## src/sv/ccfr_pkg.sv

```systemverilog
package ccfr_pkg;

    localparam int unsigned BYTE_W  = 8;
    localparam int unsigned CRC_W   = 16;
    localparam int unsigned GROUP_W = 3;
    localparam int unsigned PHASE_W = 3;

    localparam logic [PHASE_W-1:0] PH_HUNT = 3'd0;
    localparam logic [PHASE_W-1:0] PH_AA   = 3'd1;
    localparam logic [PHASE_W-1:0] PH_REG  = 3'd2;
    localparam logic [PHASE_W-1:0] PH_LEN  = 3'd3;
    localparam logic [PHASE_W-1:0] PH_DATA = 3'd4;
    localparam logic [PHASE_W-1:0] PH_CRCH = 3'd5;
    localparam logic [PHASE_W-1:0] PH_CRCL = 3'd6;

    localparam logic ITEM_PAYLOAD   = 1'b0;
    localparam logic ITEM_FRAME_END = 1'b1;

    localparam logic [BYTE_W-1:0] PREAMBLE_FIRST  = 8'hFF;
    localparam logic [BYTE_W-1:0] PREAMBLE_SECOND = 8'hAA;
    localparam logic [CRC_W-1:0]  CRC_INIT        = 16'hFFFF;
    localparam logic [CRC_W-1:0]  CRC_POLY        = 16'h1021;

    localparam logic [GROUP_W-1:0] GRP_NETWORK    = 3'd0;
    localparam logic [GROUP_W-1:0] GRP_MINING     = 3'd1;
    localparam logic [GROUP_W-1:0] GRP_MONITORING = 3'd2;
    localparam logic [GROUP_W-1:0] GRP_DEVICE     = 3'd3;
    localparam logic [GROUP_W-1:0] GRP_API        = 3'd4;
    localparam logic [GROUP_W-1:0] GRP_FLAGS      = 3'd5;
    localparam logic [GROUP_W-1:0] GRP_SPECIAL    = 3'd6;
    localparam logic [GROUP_W-1:0] GRP_UNKNOWN    = 3'd7;

    typedef struct packed {
        logic               item_kind;
        logic [BYTE_W-1:0]  reg_addr;
        logic [BYTE_W-1:0]  payload_byte;
        logic [BYTE_W-1:0]  byte_index;
        logic [BYTE_W-1:0]  payload_len;
        logic [GROUP_W-1:0] handler_group;
        logic [CRC_W-1:0]   frame_crc;
        logic               crc_ok;
        logic               last;
    } t_result;

    function automatic logic [CRC_W-1:0] crc_byte(input logic [CRC_W-1:0] crc,
                                                  input logic [BYTE_W-1:0] b);
        logic [CRC_W-1:0] c;
        c = crc ^ {b, {(CRC_W-BYTE_W){1'b0}}};
        for (int k = 0; k < BYTE_W; k++) begin
            if (c[CRC_W-1]) begin
                c = {c[CRC_W-2:0], 1'b0} ^ CRC_POLY;
            end else begin
                c = {c[CRC_W-2:0], 1'b0};
            end
        end
        return c;
    endfunction

    function automatic logic [GROUP_W-1:0] group_of(input logic [BYTE_W-1:0] r);
        logic [GROUP_W-1:0] g;
        if (r inside {[8'h21:8'h26]}) begin
            g = GRP_NETWORK;
        end else if (r inside {[8'h30:8'h35]}) begin
            g = GRP_MINING;
        end else if (r inside {[8'h40:8'h46]}) begin
            g = GRP_MONITORING;
        end else if (r inside {[8'h50:8'h54], [8'h70:8'h74]}) begin
            g = GRP_DEVICE;
        end else if (r inside {[8'h60:8'h6C]}) begin
            g = GRP_API;
        end else if (r inside {[8'hE0:8'hEF]}) begin
            g = GRP_FLAGS;
        end else if (r inside {[8'hF0:8'hFF]}) begin
            g = GRP_SPECIAL;
        end else begin
            g = GRP_UNKNOWN;
        end
        return g;
    endfunction

endpackage

```

## src/sv/crc_checked_frame_receiver_unit.sv

```systemverilog
// Receives serial bytes, hunts for the preamble FF AA (repeated FF keeps the hunt armed),
// then takes register, length, payload and a big-endian CRC-16 (init FFFF, poly 1021,
// MSB first, over register, length and payload). Each payload byte leaves as a payload
// item; after the second CRC byte a frame-end item carries register, handler group,
// length, received CRC and crc_ok. The frame is consumed whether the CRC matches or not.
// One byte is taken every cycle; a byte waits in the input register and its result
// is held in the result register. That rate is set by the combinational byte-wide CRC
// update into the CRC register; only a stalled result register holds off new bytes.
module crc_checked_frame_receiver_unit
    import ccfr_pkg::*;
(
    input  logic               i_clk,
    input  logic               i_rst_n,
    input  logic               i_rx_valid,
    output logic               o_rx_ready,
    input  logic [BYTE_W-1:0]  i_rx_byte,
    output logic               o_res_valid,
    input  logic               i_res_ready,
    output logic               o_item_kind,
    output logic [BYTE_W-1:0]  o_reg_addr,
    output logic [BYTE_W-1:0]  o_payload_byte,
    output logic [BYTE_W-1:0]  o_byte_index,
    output logic [BYTE_W-1:0]  o_payload_len,
    output logic [GROUP_W-1:0] o_handler_group,
    output logic [CRC_W-1:0]   o_frame_crc,
    output logic               o_crc_ok,
    output logic               o_last
);

    logic               r_in_valid;
    logic [BYTE_W-1:0]  r_in_byte;

    logic [PHASE_W-1:0] r_phase,    n_phase;
    logic [BYTE_W-1:0]  r_frame_reg, n_frame_reg;
    logic [BYTE_W-1:0]  r_frame_len, n_frame_len;
    logic [BYTE_W-1:0]  r_count,    n_count;
    logic [CRC_W-1:0]   r_crc,      n_crc;
    logic [BYTE_W-1:0]  r_crc_high, n_crc_high;

    logic               r_out_valid;
    t_result            r_out, n_out;

    logic               res_hit;
    logic               out_free;
    logic               proc_fire;
    logic [CRC_W-1:0]   crc_upd;
    logic [CRC_W-1:0]   rx_crc;
    logic [BYTE_W-1:0]  count_inc;

    assign out_free   = !r_out_valid || i_res_ready;
    assign res_hit    = (r_phase == PH_DATA) || (r_phase == PH_CRCL);
    assign proc_fire  = r_in_valid && (!res_hit || out_free);
    assign o_rx_ready = !r_in_valid || proc_fire;

    assign crc_upd   = crc_byte(r_crc, r_in_byte);
    assign rx_crc    = {r_crc_high, r_in_byte};
    assign count_inc = r_count + 1'b1;

    always_comb begin
        n_phase     = r_phase;
        n_frame_reg = r_frame_reg;
        n_frame_len = r_frame_len;
        n_count     = r_count;
        n_crc       = r_crc;
        n_crc_high  = r_crc_high;
        n_out       = '0;
        n_out.reg_addr      = r_frame_reg;
        n_out.payload_len   = r_frame_len;
        n_out.handler_group = group_of(r_frame_reg);
        case (r_phase)
            PH_AA: begin
                if (r_in_byte == PREAMBLE_SECOND) begin
                    n_phase = PH_REG;
                    n_crc   = CRC_INIT;
                end else if (r_in_byte != PREAMBLE_FIRST) begin
                    n_phase = PH_HUNT;
                end
            end
            PH_REG: begin
                n_frame_reg = r_in_byte;
                n_crc       = crc_upd;
                n_phase     = PH_LEN;
            end
            PH_LEN: begin
                n_frame_len = r_in_byte;
                n_count     = '0;
                n_crc       = crc_upd;
                n_phase     = (r_in_byte == '0) ? PH_CRCH : PH_DATA;
            end
            PH_DATA: begin
                n_crc              = crc_upd;
                n_out.item_kind    = ITEM_PAYLOAD;
                n_out.payload_byte = r_in_byte;
                n_out.byte_index   = r_count;
                n_count            = count_inc;
                if (count_inc == r_frame_len) begin
                    n_phase = PH_CRCH;
                end
            end
            PH_CRCH: begin
                n_crc_high = r_in_byte;
                n_phase    = PH_CRCL;
            end
            PH_CRCL: begin
                n_out.item_kind = ITEM_FRAME_END;
                n_out.frame_crc = rx_crc;
                n_out.crc_ok    = (rx_crc == r_crc);
                n_out.last      = 1'b1;
                n_phase         = PH_HUNT;
            end
            default: begin
                n_phase = (r_in_byte == PREAMBLE_FIRST) ? PH_AA : PH_HUNT;
            end
        endcase
    end

    always_ff @(posedge i_clk) begin
        if (!i_rst_n) begin
            r_in_valid  <= 1'b0;
            r_phase     <= PH_HUNT;
            r_out_valid <= 1'b0;
        end else begin
            if (o_rx_ready) begin
                r_in_valid <= i_rx_valid;
            end
            if (proc_fire) begin
                r_phase <= n_phase;
            end
            if (proc_fire && res_hit) begin
                r_out_valid <= 1'b1;
            end else if (i_res_ready) begin
                r_out_valid <= 1'b0;
            end
        end
    end

    always_ff @(posedge i_clk) begin
        if (o_rx_ready && i_rx_valid) begin
            r_in_byte <= i_rx_byte;
        end
        if (proc_fire) begin
            r_frame_reg <= n_frame_reg;
            r_frame_len <= n_frame_len;
            r_count     <= n_count;
            r_crc       <= n_crc;
            r_crc_high  <= n_crc_high;
        end
        if (proc_fire && res_hit) begin
            r_out <= n_out;
        end
    end

    assign o_res_valid     = r_out_valid;
    assign o_item_kind     = r_out.item_kind;
    assign o_reg_addr      = r_out.reg_addr;
    assign o_payload_byte  = r_out.payload_byte;
    assign o_byte_index    = r_out.byte_index;
    assign o_payload_len   = r_out.payload_len;
    assign o_handler_group = r_out.handler_group;
    assign o_frame_crc     = r_out.frame_crc;
    assign o_crc_ok        = r_out.crc_ok;
    assign o_last          = r_out.last;

endmodule

```

## config.mk

```make
export PLATFORM = sky130hd
export DESIGN_NAME = crc_checked_frame_receiver_unit
export DESIGN_NICKNAME = d
export VERILOG_FILES = /design/src/sv/ccfr_pkg.sv /design/src/sv/crc_checked_frame_receiver_unit.sv
export SDC_FILE = /design/constraint.sdc
export NUM_CORES = 1
export LEC_CHECK = 0
export ABC_AREA = 0
export BUFFER_PORTS_ARGS = -buffer_cell sky130_fd_sc_hd__buf_2
export CAP_MARGIN = 30
export CORE_ASPECT_RATIO = 1.4
export CORE_MARGIN = 2
export CORE_UTILIZATION = 57
export DETAILED_ROUTE_END_ITERATION = 8
export GPL_ROUTABILITY_DRIVEN = 0
export HOLD_SLACK_MARGIN = 0.15
export PLACE_DENSITY = 0.89
export RECOVER_POWER = 25
export SLEW_MARGIN = 20
export SYNTH_ARGS = -nofsm -noshare
export SYNTH_HDL_FRONTEND = slang
export SYNTH_SLANG_ARGS = --single-unit
```

## constraint.sdc

```tcl
create_clock -name i_clk -period 6.5 [get_ports i_clk]
set_clock_uncertainty 0.2 [all_clocks]
set_input_delay 0.65 -clock i_clk [delete_from_list [all_inputs] [get_ports i_clk]]
set_output_delay 0.65 -clock i_clk [all_outputs]
set_load 0.1 [all_outputs]
```

# Word level (Yosys, flattened, before mapping)
# Index checks and enable logic that the tools add are counted.
# Widths: inputs -> output; s select.
[op_classes]
order_cmp = 16
n_bitwise = 9
eq_ne = 14
n_addsub = 1
n_reduce_logical = 32
mux = 27
[ops]
columns = ["op", "count"]
rows = [
  ["$mux 13", 8],
  ["$ge 8x7->1 const B", 4],
  ["$le 8x7->1 const B", 4],
  ["$pmux 16 s2", 1],
  ["$not 3->3", 8],
  ["$pmux 3 s6", 1],
  ["$eq 16x16->1", 1],
  ["$eq 8x8->1 const B", 2],
  ["$ge 8x6->1 const B", 2],
  ["$ge 8x8->1 const B", 2],
  ["$le 8x6->1 const B", 2],
  ["$le 8x8->1 const B", 2],
  ["$mux 16", 1],
  ["$pmux 8 s2", 1],
  ["$xor 16x16->16", 1],
  ["$logic_and 1x1->1", 11],
  ["$eq 3x3->1 const B", 3],
  ["$mux 3", 3],
  ["$add 8x1->8 const B", 1],
  ["$eq 8x8->1", 1],
  ["$logic_not 8->1", 1],
  ["$mux 1", 8],
  ["$mux 2", 4],
  ["$ne 8x8->1 const B", 1],
  ["13 further kinds", 26],
]
[word_totals]
elab_cells = 119
register_bits = 115

# Logic depth before layout (Yosys ltp)
# Gate-level depths: netlist of run 1.
[logic_depth]
ltp_word = 18
mapped_depth = 7
mapped_depth_nobuf = 7

# Least setup slack after synthesis of run 1
# Ideal clock, no wire load.
[synth_path]
path_kind = "reg2reg"
startpoint = "reg r_out_valid (netlist: o_res_valid)"
endpoint = "reg r_out, in the netlist o_byte_index[0] (enable)"
n_path_buf = 0
setup_ns = 0.466
synth_period_minus_slack_ns = 4.196
arrival_ns = 3.531
path_stages_with_launch = 5
path_slack_ns = 2.304
path_cell_list = "dfxtp_1 -> nor2b_1 -> nor2b_1 -> nand2b_1 -> nor2_1"
[synth_between]
elab_chain_len = 5
[synth_lines]
columns = ["item", "line", "text"]
rows = [
  ["start: declaration", "crc_checked_frame_receiver_unit.sv:40", "logic r_out_valid;"],
  ["start signal: assignment", "crc_checked_frame_receiver_unit.sv:121", "r_out_valid <= 1'b0;"],
  ["start signal: assignment", "crc_checked_frame_receiver_unit.sv:130", "r_out_valid <= 1'b1;"],
  ["start signal: assignment", "crc_checked_frame_receiver_unit.sv:132", "r_out_valid <= 1'b0;"],
  ["$logic_not 1->1", "crc_checked_frame_receiver_unit.sv:50", "assign out_free = !r_out_valid || i_res_ready;"],
  ["$logic_or 1x1->1", "crc_checked_frame_receiver_unit.sv:50", ""],
  ["$logic_or 1x1->1", "crc_checked_frame_receiver_unit.sv:52", "assign proc_fire = r_in_valid && (!res_hit || out_free);"],
  ["$logic_and 1x1->1", "crc_checked_frame_receiver_unit.sv:52", ""],
  ["$logic_and 1x1->1", "crc_checked_frame_receiver_unit.sv:148", "if (proc_fire && res_hit) begin"],
  ["end signal: assignment", "crc_checked_frame_receiver_unit.sv:149", "r_out <= n_out;"],
  ["end: declaration", "crc_checked_frame_receiver_unit.sv:41", "t_result r_out, n_out;"],
]
# No other way between the ends.
# A chain may end at the register's enable or synchronous reset.

# Final worst setup path of run 1
[layout_path]
startpoint = "reg r_phase[2]"
endpoint = "out o_rx_ready"
[layout_between]
elab_chain_len = 6
elab_cells_between_ends = 7
cone_classes = "2 x eq/ne; 5 x reduce/logical"
[layout_lines]
columns = ["item", "line", "text"]
rows = [
  ["start: declaration", "crc_checked_frame_receiver_unit.sv:33", "logic [PHASE_W-1:0] r_phase, n_phase;"],
  ["start signal: assignment", "crc_checked_frame_receiver_unit.sv:127", "r_phase <= n_phase;"],
  ["$eq 3x3->1", "crc_checked_frame_receiver_unit.sv:51", "assign res_hit = (r_phase == PH_DATA) || (r_phase == PH_CRCL);"],
  ["$logic_or 1x1->1 (*)", "crc_checked_frame_receiver_unit.sv:51", ""],
  ["$logic_not 1->1 (*)", "crc_checked_frame_receiver_unit.sv:52", ""],
  ["$logic_or 1x1->1 (*)", "crc_checked_frame_receiver_unit.sv:52", ""],
  ["$logic_and 1x1->1 (*)", "crc_checked_frame_receiver_unit.sv:52", ""],
  ["$logic_or 1x1->1 (*)", "crc_checked_frame_receiver_unit.sv:53", "assign o_rx_ready = !r_in_valid || proc_fire;"],
  ["end: declaration", "crc_checked_frame_receiver_unit.sv:15", "output logic o_rx_ready,"],
]
# Every way passes the cells marked *; elsewhere a longest branch is shown, timed or not.

==> reports/summary.txt, run 1 <==
R2r startpoint: r_phase[0]
Syn Area/Cell: 14.0 um2
Wire per inst: 18.6 um
Root Buffer: clkbuf_16
CP max stage cell: dfxtp_1
Setup crit end kind: output pin
Nets: 440
Vias/cell: 5.85
First-pass GRT wire length: 15600 um
Sequential fraction of the synthesis area: 0.691
Seq. cell area: 3370 um2
Switching part of the total: 0.214
Vias in the first global route: 3062
Critical path buffers and inverters: 1
Critical hold path startpoint: i_rx_byte[0]
DP HPWL: 6640 um
Relative slew slack: 0.387
Critical path arrival: 2.19 ns
Die footprint: 9320 um2
Flop2flop setup slack: 3.82 ns
Post-CTS sizing: 0
RSZ-0062 raised after global routing: false
DRC viols: 0
Share of the synthesized area in the top cell type: 0.671
Postcts setup bufs: 0
DRT iter0 DRCs: 273
Status: finished clean
Num rows: 39
Final Hold Fails: 0
Comb pwr share: 0.022
P_int: 1.30 mW
Largest delay share family, worst path: flip-flops
Design area: 5840 um2
Reg power frac: 0.495
Fillers: 514
IO Count: 68
Busiest grt layer: met2
Diode count: 0
Leak: 2.15 nW
Number of detailed-route iterations in the first pass: 5
GRT Total Usage: 0.236
Synthesized Nets: 362
Fin. max-slew vios: 0
Setup CP Type: flop to output pin
Number of H-tree levels: 4
Net Sw Power: 0.354 mW
PwrDens: 283 nW/um2
Initial antenna violation count: 0
Fmax: 329 MHz
Most frequent cells in the layout: edfxtp_1, buf_2, xnor2_1, nor2_1, nand2_1
Share of layout cells above drive strength 1: 0.252
Top FF cell, synth: edfxtp_1
Die Ht: 113 um
Largest net degree at the start of global routing: 50
FF+latch count, synth: 114
WHS Path Cells: 1
Buffers added on ports: 67
Clock Latency Late Sink: 0.41 ns
Endpoints failing setup: 0
Clock Tree Buf Depth: 2
VDD IR max: 0.000264 V
Min-Delay Endpoint: r_in_byte[0]
Async SR Flop Fraction: 0
Final min period: 3.04 ns
Die width: 82.2 um
ANT nets after route: 0
EDFF count, synth: 109
Largest area contributor in the netlist: edfxtp_1
Clk pwr share: 0.484
Global Route met1 Usage: 0.266
Final TNS setup: 0 ns
Reg-to-reg endpoint: r_crc[3]
GR Util met2: 0.385
Syn Std Cell Area: 4880 um2
DP Area: 5320 um2
Starting Density: 0.592
DR vias: 3169
Crit-path max FO: 28
Met3 usage: 0.0862
Synth area leaders: edfxtp_1, xnor2_1, xor2_1
Synth Warn #: 0
Layout area overhead: 19.7%
Most common cell after layout, fill and taps aside: edfxtp_1
Netlist cell types: 50
CP Launch Type: flop
Fin crit share: 0.467
Multi-input gate area: 1430 um2
Worst-path clk slew: 0.05 ns
CP required: 5.65 ns
GRT overflow: 0
Post-Route WL: 10100 um
FF-to-FF path depth: 4
Clock tree sinks: 114
Core Util, Final: 0.708
Max Cap Violations: 0
Critical path cell sequence: nand2b_1 > nor2b_1 > nand2_1 > buf_2
Total CTS buffers: 17
CTS tree: done
Hold Crit Class: primary input to flop
Cts hold-fix bufs: 0
Slew @ Worst Pin: 0.916 ns
Core region area: 8250 um2
Synth Instances: 349
Max stage delay on crit path: 0.83 ns
Yosys cell counts (2+ instances only):
master       n
edfxtp_1   109
nand3_2      2
nor3_1       4
nand2_1     24
or3_1        2
o21ai_0      8
nand3_1      5
and2_1      17
buf_2        4
and3_1      17
xor2_1      17
o2111ai_1    2
a21oi_1      6
clkbuf_1     6
dfxtp_1      5
nor4_1       3
nor2b_1      4
xnor2_1     34
o21a_1       3
o22ai_1      2
nand4_1      5
a211oi_1     2
o211ai_1     3
nand2b_1     4
or4_4        2
nor2_1      27
a21boi_0     2
inv_1        8
how the worst max path moves through the flow:
stage,start,endpoint,slack [ns],depth (start not counted)
after floorplan,o_res_valid,o_byte_index[0],2.30,4
after global placement,i_res_ready,o_frame_crc[10],4.04,6
after detailed placement,r_phase[0],r_crc[1],3.89,4
after CTS,r_phase[2],o_rx_ready,3.50,4
after global routing,r_phase[2],o_rx_ready,3.29,4
final,r_phase[2],o_rx_ready,3.46,4
power by group through the flow:
stage | sequential (mW) | clock (mW) | combinational (mW)
after floorplan | 0.825 | 0 | 0.0267
after global placement | 0.831 | 0 | 0.0341
after detailed placement | 0.832 | 0 | 0.0353
after CTS | 0.817 | 0.805 | 0.0357
after global routing | 0.818 | 0.843 | 0.0391
final | 0.818 | 0.799 | 0.0356
final cells by class:
type                            count  share of cell area
Sequential cell                   114               0.577
Multi-Input combinational cell    216               0.245
Clock buffer                       17              0.0728
Timing Repair Buffer               70              0.0613
Tap cell                          102              0.0218
Clock inverter                     15              0.0163
Inverter                            8             0.00514
per-stage QoR:
step                power [mW]  hold slack, ns  cells  worst slack, ns
finish                    1.65           0.213    542             3.46
global route              1.70           0.188    542             3.29
detailed placement       0.867           0.278    510             3.89
floorplan                0.851           0.224    349             2.30
CTS                       1.66           0.198    542             3.50
global placement         0.866           0.264    510             4.04
kinds of logic (layout without fill, tap and decap cells):
group	after synthesis	count (layout)	synth area share
adder cells (fa/ha/maj)	2	2	0.00462
AND/OR/NAND/NOR	125	125	0.140
multiplexers	1	1	0.00205
flip-flops	114	114	0.691
AO/OA/AOI/OAI	37	37	0.0541
XOR/XNOR	51	51	0.0916
buffers and inverters	19	110	0.0164
layer usage:
metal	share of wire	vias up
met4	0.036	0
met3	0.071	34
met1	0.37	1537
li1	-	1437
met5	0	-
met2	0.52	161
(Power assumes the default switching activity.)
==> inputs of run 2 (changes only) <==
--- a/config.mk
+++ b/config.mk
@@ -5,16 +5,16 @@
 export SDC_FILE = /design/constraint.sdc
 export NUM_CORES = 1
 export LEC_CHECK = 0
-export ABC_AREA = 0
+export ABC_AREA = 1
 export BUFFER_PORTS_ARGS = -buffer_cell sky130_fd_sc_hd__buf_2
 export CAP_MARGIN = 30
 export CORE_ASPECT_RATIO = 1.4
 export CORE_MARGIN = 2
-export CORE_UTILIZATION = 57
+export CORE_UTILIZATION = 51
 export DETAILED_ROUTE_END_ITERATION = 8
 export GPL_ROUTABILITY_DRIVEN = 0
 export HOLD_SLACK_MARGIN = 0.15
-export PLACE_DENSITY = 0.89
+export PLACE_DENSITY = 0.85
 export RECOVER_POWER = 25
 export SLEW_MARGIN = 20
 export SYNTH_ARGS = -nofsm -noshare
==> constraint.sdc (replaced) <==
create_clock -name i_clk -period 2.5 [get_ports i_clk]
set_clock_uncertainty 0.2 [all_clocks]
set_input_delay 0.25 -clock i_clk [delete_from_list [all_inputs] [get_ports i_clk]]
set_output_delay 0.25 -clock i_clk [all_outputs]
set_load 0.1 [all_outputs]
==> run 2 against run 1 <==
Cell count rose by 19%. Flip-flop and latch count did not move. Clock power rose to 2.9 times the previous value. Die area rose by 13%. Critical path type is now flop to flop. Critical endpoint is now r_crc[1]. First-iteration DRC count fell by 17%. Power rose to 2.9 times the previous value. Design area rose by 4.9%. Clock-buffer cell count rose by 1. Via count rose by 9.3%. Register-to-register slack got worse by 3.5 ns.
==> reports/summary.txt, run 2 <==
PwrDens: 779 nW/um2 (+180%)
Number of detailed-route iterations in the first pass: 5 (unchanged)
VDD IR max: 0.000615 V (+130%)
Share of layout cells above drive strength 1: 0.237 (-0.0153)
Sequential fraction of the synthesis area: 0.683 (-0.00824)
Slew @ Worst Pin: 0.678 ns (-0.238 ns)
Buffers added on ports: 67 (unchanged)
Most common cell in the netlist: edfxtp_1
Core region area: 9460 um2 (+15%)
Die Ht: 120 um (+6.1%)
Nets: 536 (+22%)
IO Count: 68 (unchanged)
EDFF count, synth: 109 (unchanged)
Vias/cell: 5.36 (-8.3%)
ANT nets after route: 0 (unchanged)
Root Buffer: clkbuf_16
Die footprint: 10500 um2 (+13%)
Critical path cell sequence: inv_1 > nand4_1 > nor2_1 > nand2_1 > a21oi_1 > buf_4
Postcts setup bufs: 0 (unchanged)
Most common cell after layout, fill and taps aside: edfxtp_1
Clock tree sinks: 114 (unchanged)
Fin crit share: 0.862
Cts hold-fix bufs: 11 (+11)
Worst-path clk slew: 0.05 ns (about the same)
Vias in the first global route: 3363 (+9.8%)
Initial antenna violation count: 0 (unchanged)
DRT iter0 DRCs: 227 (-17%)
Synth Warn #: 0 (unchanged)
Clock Tree Buf Depth: 2 (unchanged)
Diode count: 0 (unchanged)
Synth Instances: 422 (+21%)
Netlist cell types: 40 (-20%)
Setup crit end kind: flop
Fin. max-slew vios: 0 (unchanged)
Relative slew slack: 0.548 (+0.161)
Final min period: 2.15 ns
Final TNS setup: 0 ns (unchanged)
Async SR Flop Fraction: 0 (unchanged)
Synth area leaders: edfxtp_1, nand2_1, nor2_1
Num rows: 42 (+7.7%)
Syn Area/Cell: 11.7 um2 (-16%)
Largest net degree at the start of global routing: 55 (+10%)
Critical path arrival: 2.05 ns (-0.14 ns)
Core Util, Final: 0.648 (-0.0602)
First-pass GRT wire length: 16100 um (+3.1%)
Final Hold Fails: 0 (unchanged)
Status: finished clean
Post-CTS sizing: 0 (unchanged)
CP required: 2.40 ns (-3.25 ns)
GRT overflow: 0 (unchanged)
DR vias: 3465 (+9.3%)
Total power: 4.78 mW (+190%)
Non-Filler Instances: 646 (+19%)
Wire per inst: 16.2 um (-13%)
Largest area contributor in the netlist: edfxtp_1
Total CTS buffers: 17 (unchanged)
DRC viols: 0 (unchanged)
Fmax: 464 MHz
Setup CP Type: flop to flop
CP max stage cell: edfxtp_1
Max Cap Violations: 0 (unchanged)
Share of the synthesized area in the top cell type: 0.663 (-0.00799)
Starting Density: 0.522 (-0.0696)
Max stage delay on crit path: 0.53 ns (-0.30 ns)
Leak: 2.49 nW (+16%)
Layout area overhead: 24.2%
Crit-path max FO: 16 (-43%)
Number of H-tree levels: 4 (unchanged)
Flop2flop setup slack: 0.35 ns (-3.47 ns)
CP Launch Type: flop
Dpl ws: 0.400 ns (-3.49 ns)
CTS tree: done
RSZ-0062 raised after global routing: false
Endpoints failing setup: 0 (unchanged)
GRT Total Usage: 0.210 (-0.0255)
Most frequent cells in the layout: edfxtp_1, buf_2, nand2_1, nor2_1, inv_1
# placed instances: 603 (+18%)
Post-Route WL: 10400 um (+3.8%)
Hold Crit Class: flop to flop
DP HPWL: 7060 um (+6.3%)
FF+latch count, synth: 114 (unchanged)
Fin worst setup slack: 0.345 ns (-3.12 ns)
Synth cell count leaders: edfxtp_1, nand2_1, nor2_1, inv_1, nand3_1
Synthesized Nets: 435 (+20%)
Die width: 87.2 um (+6.0%)
Syn Std Cell Area: 4940 um2 (+1.2%)
Top FF cell, synth: edfxtp_1
Clock Latency Late Sink: 0.41 ns (about the same)
run 2: layout make-up:
| class | count | area [um2] |
|---|---|---|
| sequential | 114 | 3380 |
| fill | 698 | 3330 |
| multi-input combinational | 245 | 1320 |
| timing repair buffer | 87 | 498 |
| clock buffer | 18 | 429 |
| inverter | 58 | 223 |
| clock inverter | 14 | 145 |
| tap | 110 | 138 |
run 2: kinds of logic after synthesis:
| kind of cell | Yosys count | share of synthesized area |
|---|---|---|
| adders and majority gates | 1 | 0.00253 |
| DFF | 114 | 0.683 |
| xor gates and xnor gates | 27 | 0.0479 |
| buffers and inverters | 63 | 0.0492 |
| and+or+nand+nor | 182 | 0.170 |
| AOI/OAI and AO/OA | 35 | 0.0471 |
run 2: power breakdown:
group / internal (mW) / leakage [nW] / switching [mW] / total, mW
sequential: 2.12 / 1.04 / 0.0338 / 2.16
clock: 1.54 / 0.281 / 0.792 / 2.33
combinational: 0.0825 / 1.16 / 0.209 / 0.292
total: 3.74 / 2.49 / 1.04 / 4.78
run 2: worst paths after layout:
kind / start / end / cells past startpoint
max reg2reg: r_in_byte[2] / r_crc[1] / 6
min: r_frame_len[7] / o_payload_len[7] / 0
min reg2reg: r_frame_len[7] / o_payload_len[7] / 0
max: r_in_byte[2] / r_crc[1] / 6
run 2: stage by stage:
step	hold WS (ns)	cell area (um2)
after floorplan	0.149	4950
after global placement	0.228	5470
after detailed placement	0.228	5470
after CTS	0.280	6150
after global routing	0.295	6130
final	0.284	6130
run 2: worst max-delay path, delay by kind of cell, from the launching register on:
family / cells / cell delay, ns
flops: 1 / 0.53
compound gates: 1 / 0.14
simple gates: 3 / 0.49
buf+inv: 2 / 0.47
run 2: routing by layer:
| metal | share of wire | GRT usage |
|---|---|---|
| met2 | 0.51 | 0.349 |
| met1 | 0.37 | 0.223 |
| met3 | 0.071 | 0.0710 |
| met5 | 0 | 0 |
| met4 | 0.051 | 0.139 |
==> inputs of run 3 (changes only) <==
--- a/config.mk
+++ b/config.mk
@@ -10,11 +10,11 @@
 export CAP_MARGIN = 30
 export CORE_ASPECT_RATIO = 1.4
 export CORE_MARGIN = 2
-export CORE_UTILIZATION = 51
+export CORE_UTILIZATION = 57
 export DETAILED_ROUTE_END_ITERATION = 8
 export GPL_ROUTABILITY_DRIVEN = 0
 export HOLD_SLACK_MARGIN = 0.15
-export PLACE_DENSITY = 0.85
+export PLACE_DENSITY = 0.89
 export RECOVER_POWER = 25
 export SLEW_MARGIN = 20
 export SYNTH_ARGS = -nofsm -noshare
==> constraint.sdc (replaced) <==
create_clock -name i_clk -period 2.11 [get_ports i_clk]
set_clock_uncertainty 0.2 [all_clocks]
set_input_delay 0.211 -clock i_clk [delete_from_list [all_inputs] [get_ports i_clk]]
set_output_delay 0.211 -clock i_clk [all_outputs]
set_load 0.1 [all_outputs]
==> run 3 against run 2 <==
The run now ends with setup timing left. First-iteration DRC count is 77% higher. Global-route usage is 7.1 points higher. Hold slack worse by 0.012 ns. Flip-flop and latch count stayed put. Setup slack worse by 0.38 ns. Critical path depth is 4 higher. Critical path type unchanged. Largest power group unchanged.
==> reports/summary.txt, run 3 (synthesis gave the netlist of run 2 again) <==
Max Cap Violations: 0 (unchanged)
Clock Latency Late Sink: 0.41 ns (about the same)
Buffers added on ports: 67 (unchanged)
Status: finished with violations
Nets: 543 (+1.3%)
Fin worst setup slack: -0.0326 ns (-0.378 ns)
Core region area: 8510 um2 (-10%)
Critical path arrival: 2.25 ns (+0.20 ns)
Design area: 6260 um2 (+2.1%)
Fillers: 520 (-26%)
Relative slew slack: 0.638 (+0.0903)
Vias in the first global route: 3818 (+14%)
DP Area: 5530 um2 (+1.2%)
DRT iter0 DRCs: 402 (+77%)
Crit-path max FO: 5 (-11)
Multi-input gate area: 1380 um2 (+4.2%)
Diode count: 0 (unchanged)
Crit-path most repeated cell: nor2_1
Seq. cell area: 3380 um2 (unchanged)
CP required: 2.22 ns (-0.18 ns)
Vias/cell: 5.93 (+11%)
Hold Crit Class: flop to flop
Wire per inst: 19.6 um (+21%)
DP HPWL: 7970 um (+13%)
Final min period: 2.14 ns (-0.0123 ns)
RSZ-0062 raised after global routing: true
WHS: 0.271 ns (-0.0125 ns)
Dpl ws: -0.0179 ns (-0.418 ns)
Num rows: 40 (-4.8%)
CP max stage cell: edfxtp_1
DR vias: 3845 (+11%)
Largest net degree at the start of global routing: 49 (-11%)
GRT Total Usage: 0.281 (+0.0709)
IO Count: 68 (unchanged)
Final TNS setup: -0.0368 ns (-0.0368 ns)
Die Ht: 114 um (-5.2%)
Clock Tree Buf Depth: 2 (unchanged)
Number of H-tree levels: 4 (unchanged)
Layout area overhead: 26.8%
Fin. max-slew vios: 0 (unchanged)
Most frequent cells in the layout: edfxtp_1, nand2_1, buf_2, nor2_1, inv_1
Critical path buffers and inverters: 1 (-1)
Most common cell after layout, fill and taps aside: edfxtp_1
Initial antenna violation count: 0 (unchanged)
Die footprint: 9430 um2 (-10%)
VDD IR max: 0.000859 V (+40%)
First-pass GRT wire length: 18800 um (+17%)
ANT nets after route: 0 (unchanged)
Starting Density: 0.580 (+0.0583)
DRC viols: 0 (unchanged)
Max stage delay on crit path: 0.47 ns (-0.06 ns)
Total CTS buffers: 17 (unchanged)
CP Launch Type: flop
Die width: 82.7 um (-5.2%)
Setup crit end kind: flop
PwrDens: 921 nW/um2 (+18%)
Setup CP Type: flop to flop
Failing checks: setup timing
Clock tree sinks: 114 (unchanged)
Post-Route WL: 12700 um (+22%)
Slew @ Worst Pin: 0.545 ns (-0.133 ns)
# placed instances: 604 (+0.17%)
Fmax: 467 MHz (+0.57%)
Share of layout cells above drive strength 1: 0.269 (+0.0319)
Non-Filler Instances: 648 (+0.31%)
Largest delay share family, worst path: simple AND/OR/NAND/NOR gates
GRT overflow: 0 (unchanged)
CTS tree: done
Endpoints failing setup: 2 (+2)
Fin crit share: 1.02 (+0.154)
Root Buffer: clkbuf_16
Final Hold Fails: 0 (unchanged)
Worst-path clk slew: 0.05 ns (about the same)
Critical path cell sequence: buf_4 > nand3_1 > nand2_1 > and2_1 > nor2_1 > nor2_2 > nand3_2 > nand2_4 > a21oi_1 > nor2_1
Leak: 2.54 nW (+2.0%)
Number of detailed-route iterations in the first pass: 6 (+1)
## run 3: cell type report
| cell class | instances | area share |
|---|---|---|
| well taps | 105 | 0.0210 |
| clock buffers | 28 | 0.0825 |
| clock inverters | 4 | 0.0116 |
| repair buffers | 94 | 0.0899 |
| flip-flops and latches | 114 | 0.539 |
| inverters | 58 | 0.0358 |
| multi-input cells | 245 | 0.220 |
## run 3: final timing paths
| kind | from | to | slack (ns) | cells after the start |
|---|---|---|---|---|
| max | r_count[0] | r_phase[0] | -0.03 | 10 |
| min | r_frame_len[0] | o_payload_len[0] | 0.27 | 0 |
| max reg2reg | r_count[0] | r_phase[0] | -0.03 | 10 |
| min reg2reg | r_frame_len[0] | o_payload_len[0] | 0.27 | 0 |
## run 3: metal layers
layer,global-route usage,wire length (um),vias to the layer above
met5,0,0,-
met3,0.0860,970,70
met2,0.474,6850,260
li1,-,-,1662
met1,0.297,4170,1853
met4,0.180,721,0
## run 3: metrics by stage
| stage | power (mW) | utilization |
|---|---|---|
| floorplan | 2.83 | - |
| global placement | 2.93 | 0.650 |
| detailed placement | 2.94 | 0.650 |
| CTS | 5.76 | 0.733 |
| global route | 5.90 | 0.736 |
| finish | 5.77 | 0.736 |
## run 3: repair_timing
| action | in CTS | in global routing |
|---|---|---|
| setup buffers | 1 | 0 |
| pin swaps | 0 | 8 |
| hold endpoints to repair | 13 | 0 |
| setup endpoints to repair | 2 | 19 |
| gates resized for setup | 1 | 12 |
| hold buffers | 11 | 0 |
## run 3: report_power, final
group | total [mW] | switching, mW | leakage, nW | internal (mW)
Clock | 2.83 | 0.943 | 0.285 | 1.89
Combinational | 0.376 | 0.266 | 1.21 | 0.110
Sequential | 2.56 | 0.0434 | 1.04 | 2.51
Total | 5.77 | 1.25 | 2.54 | 4.52
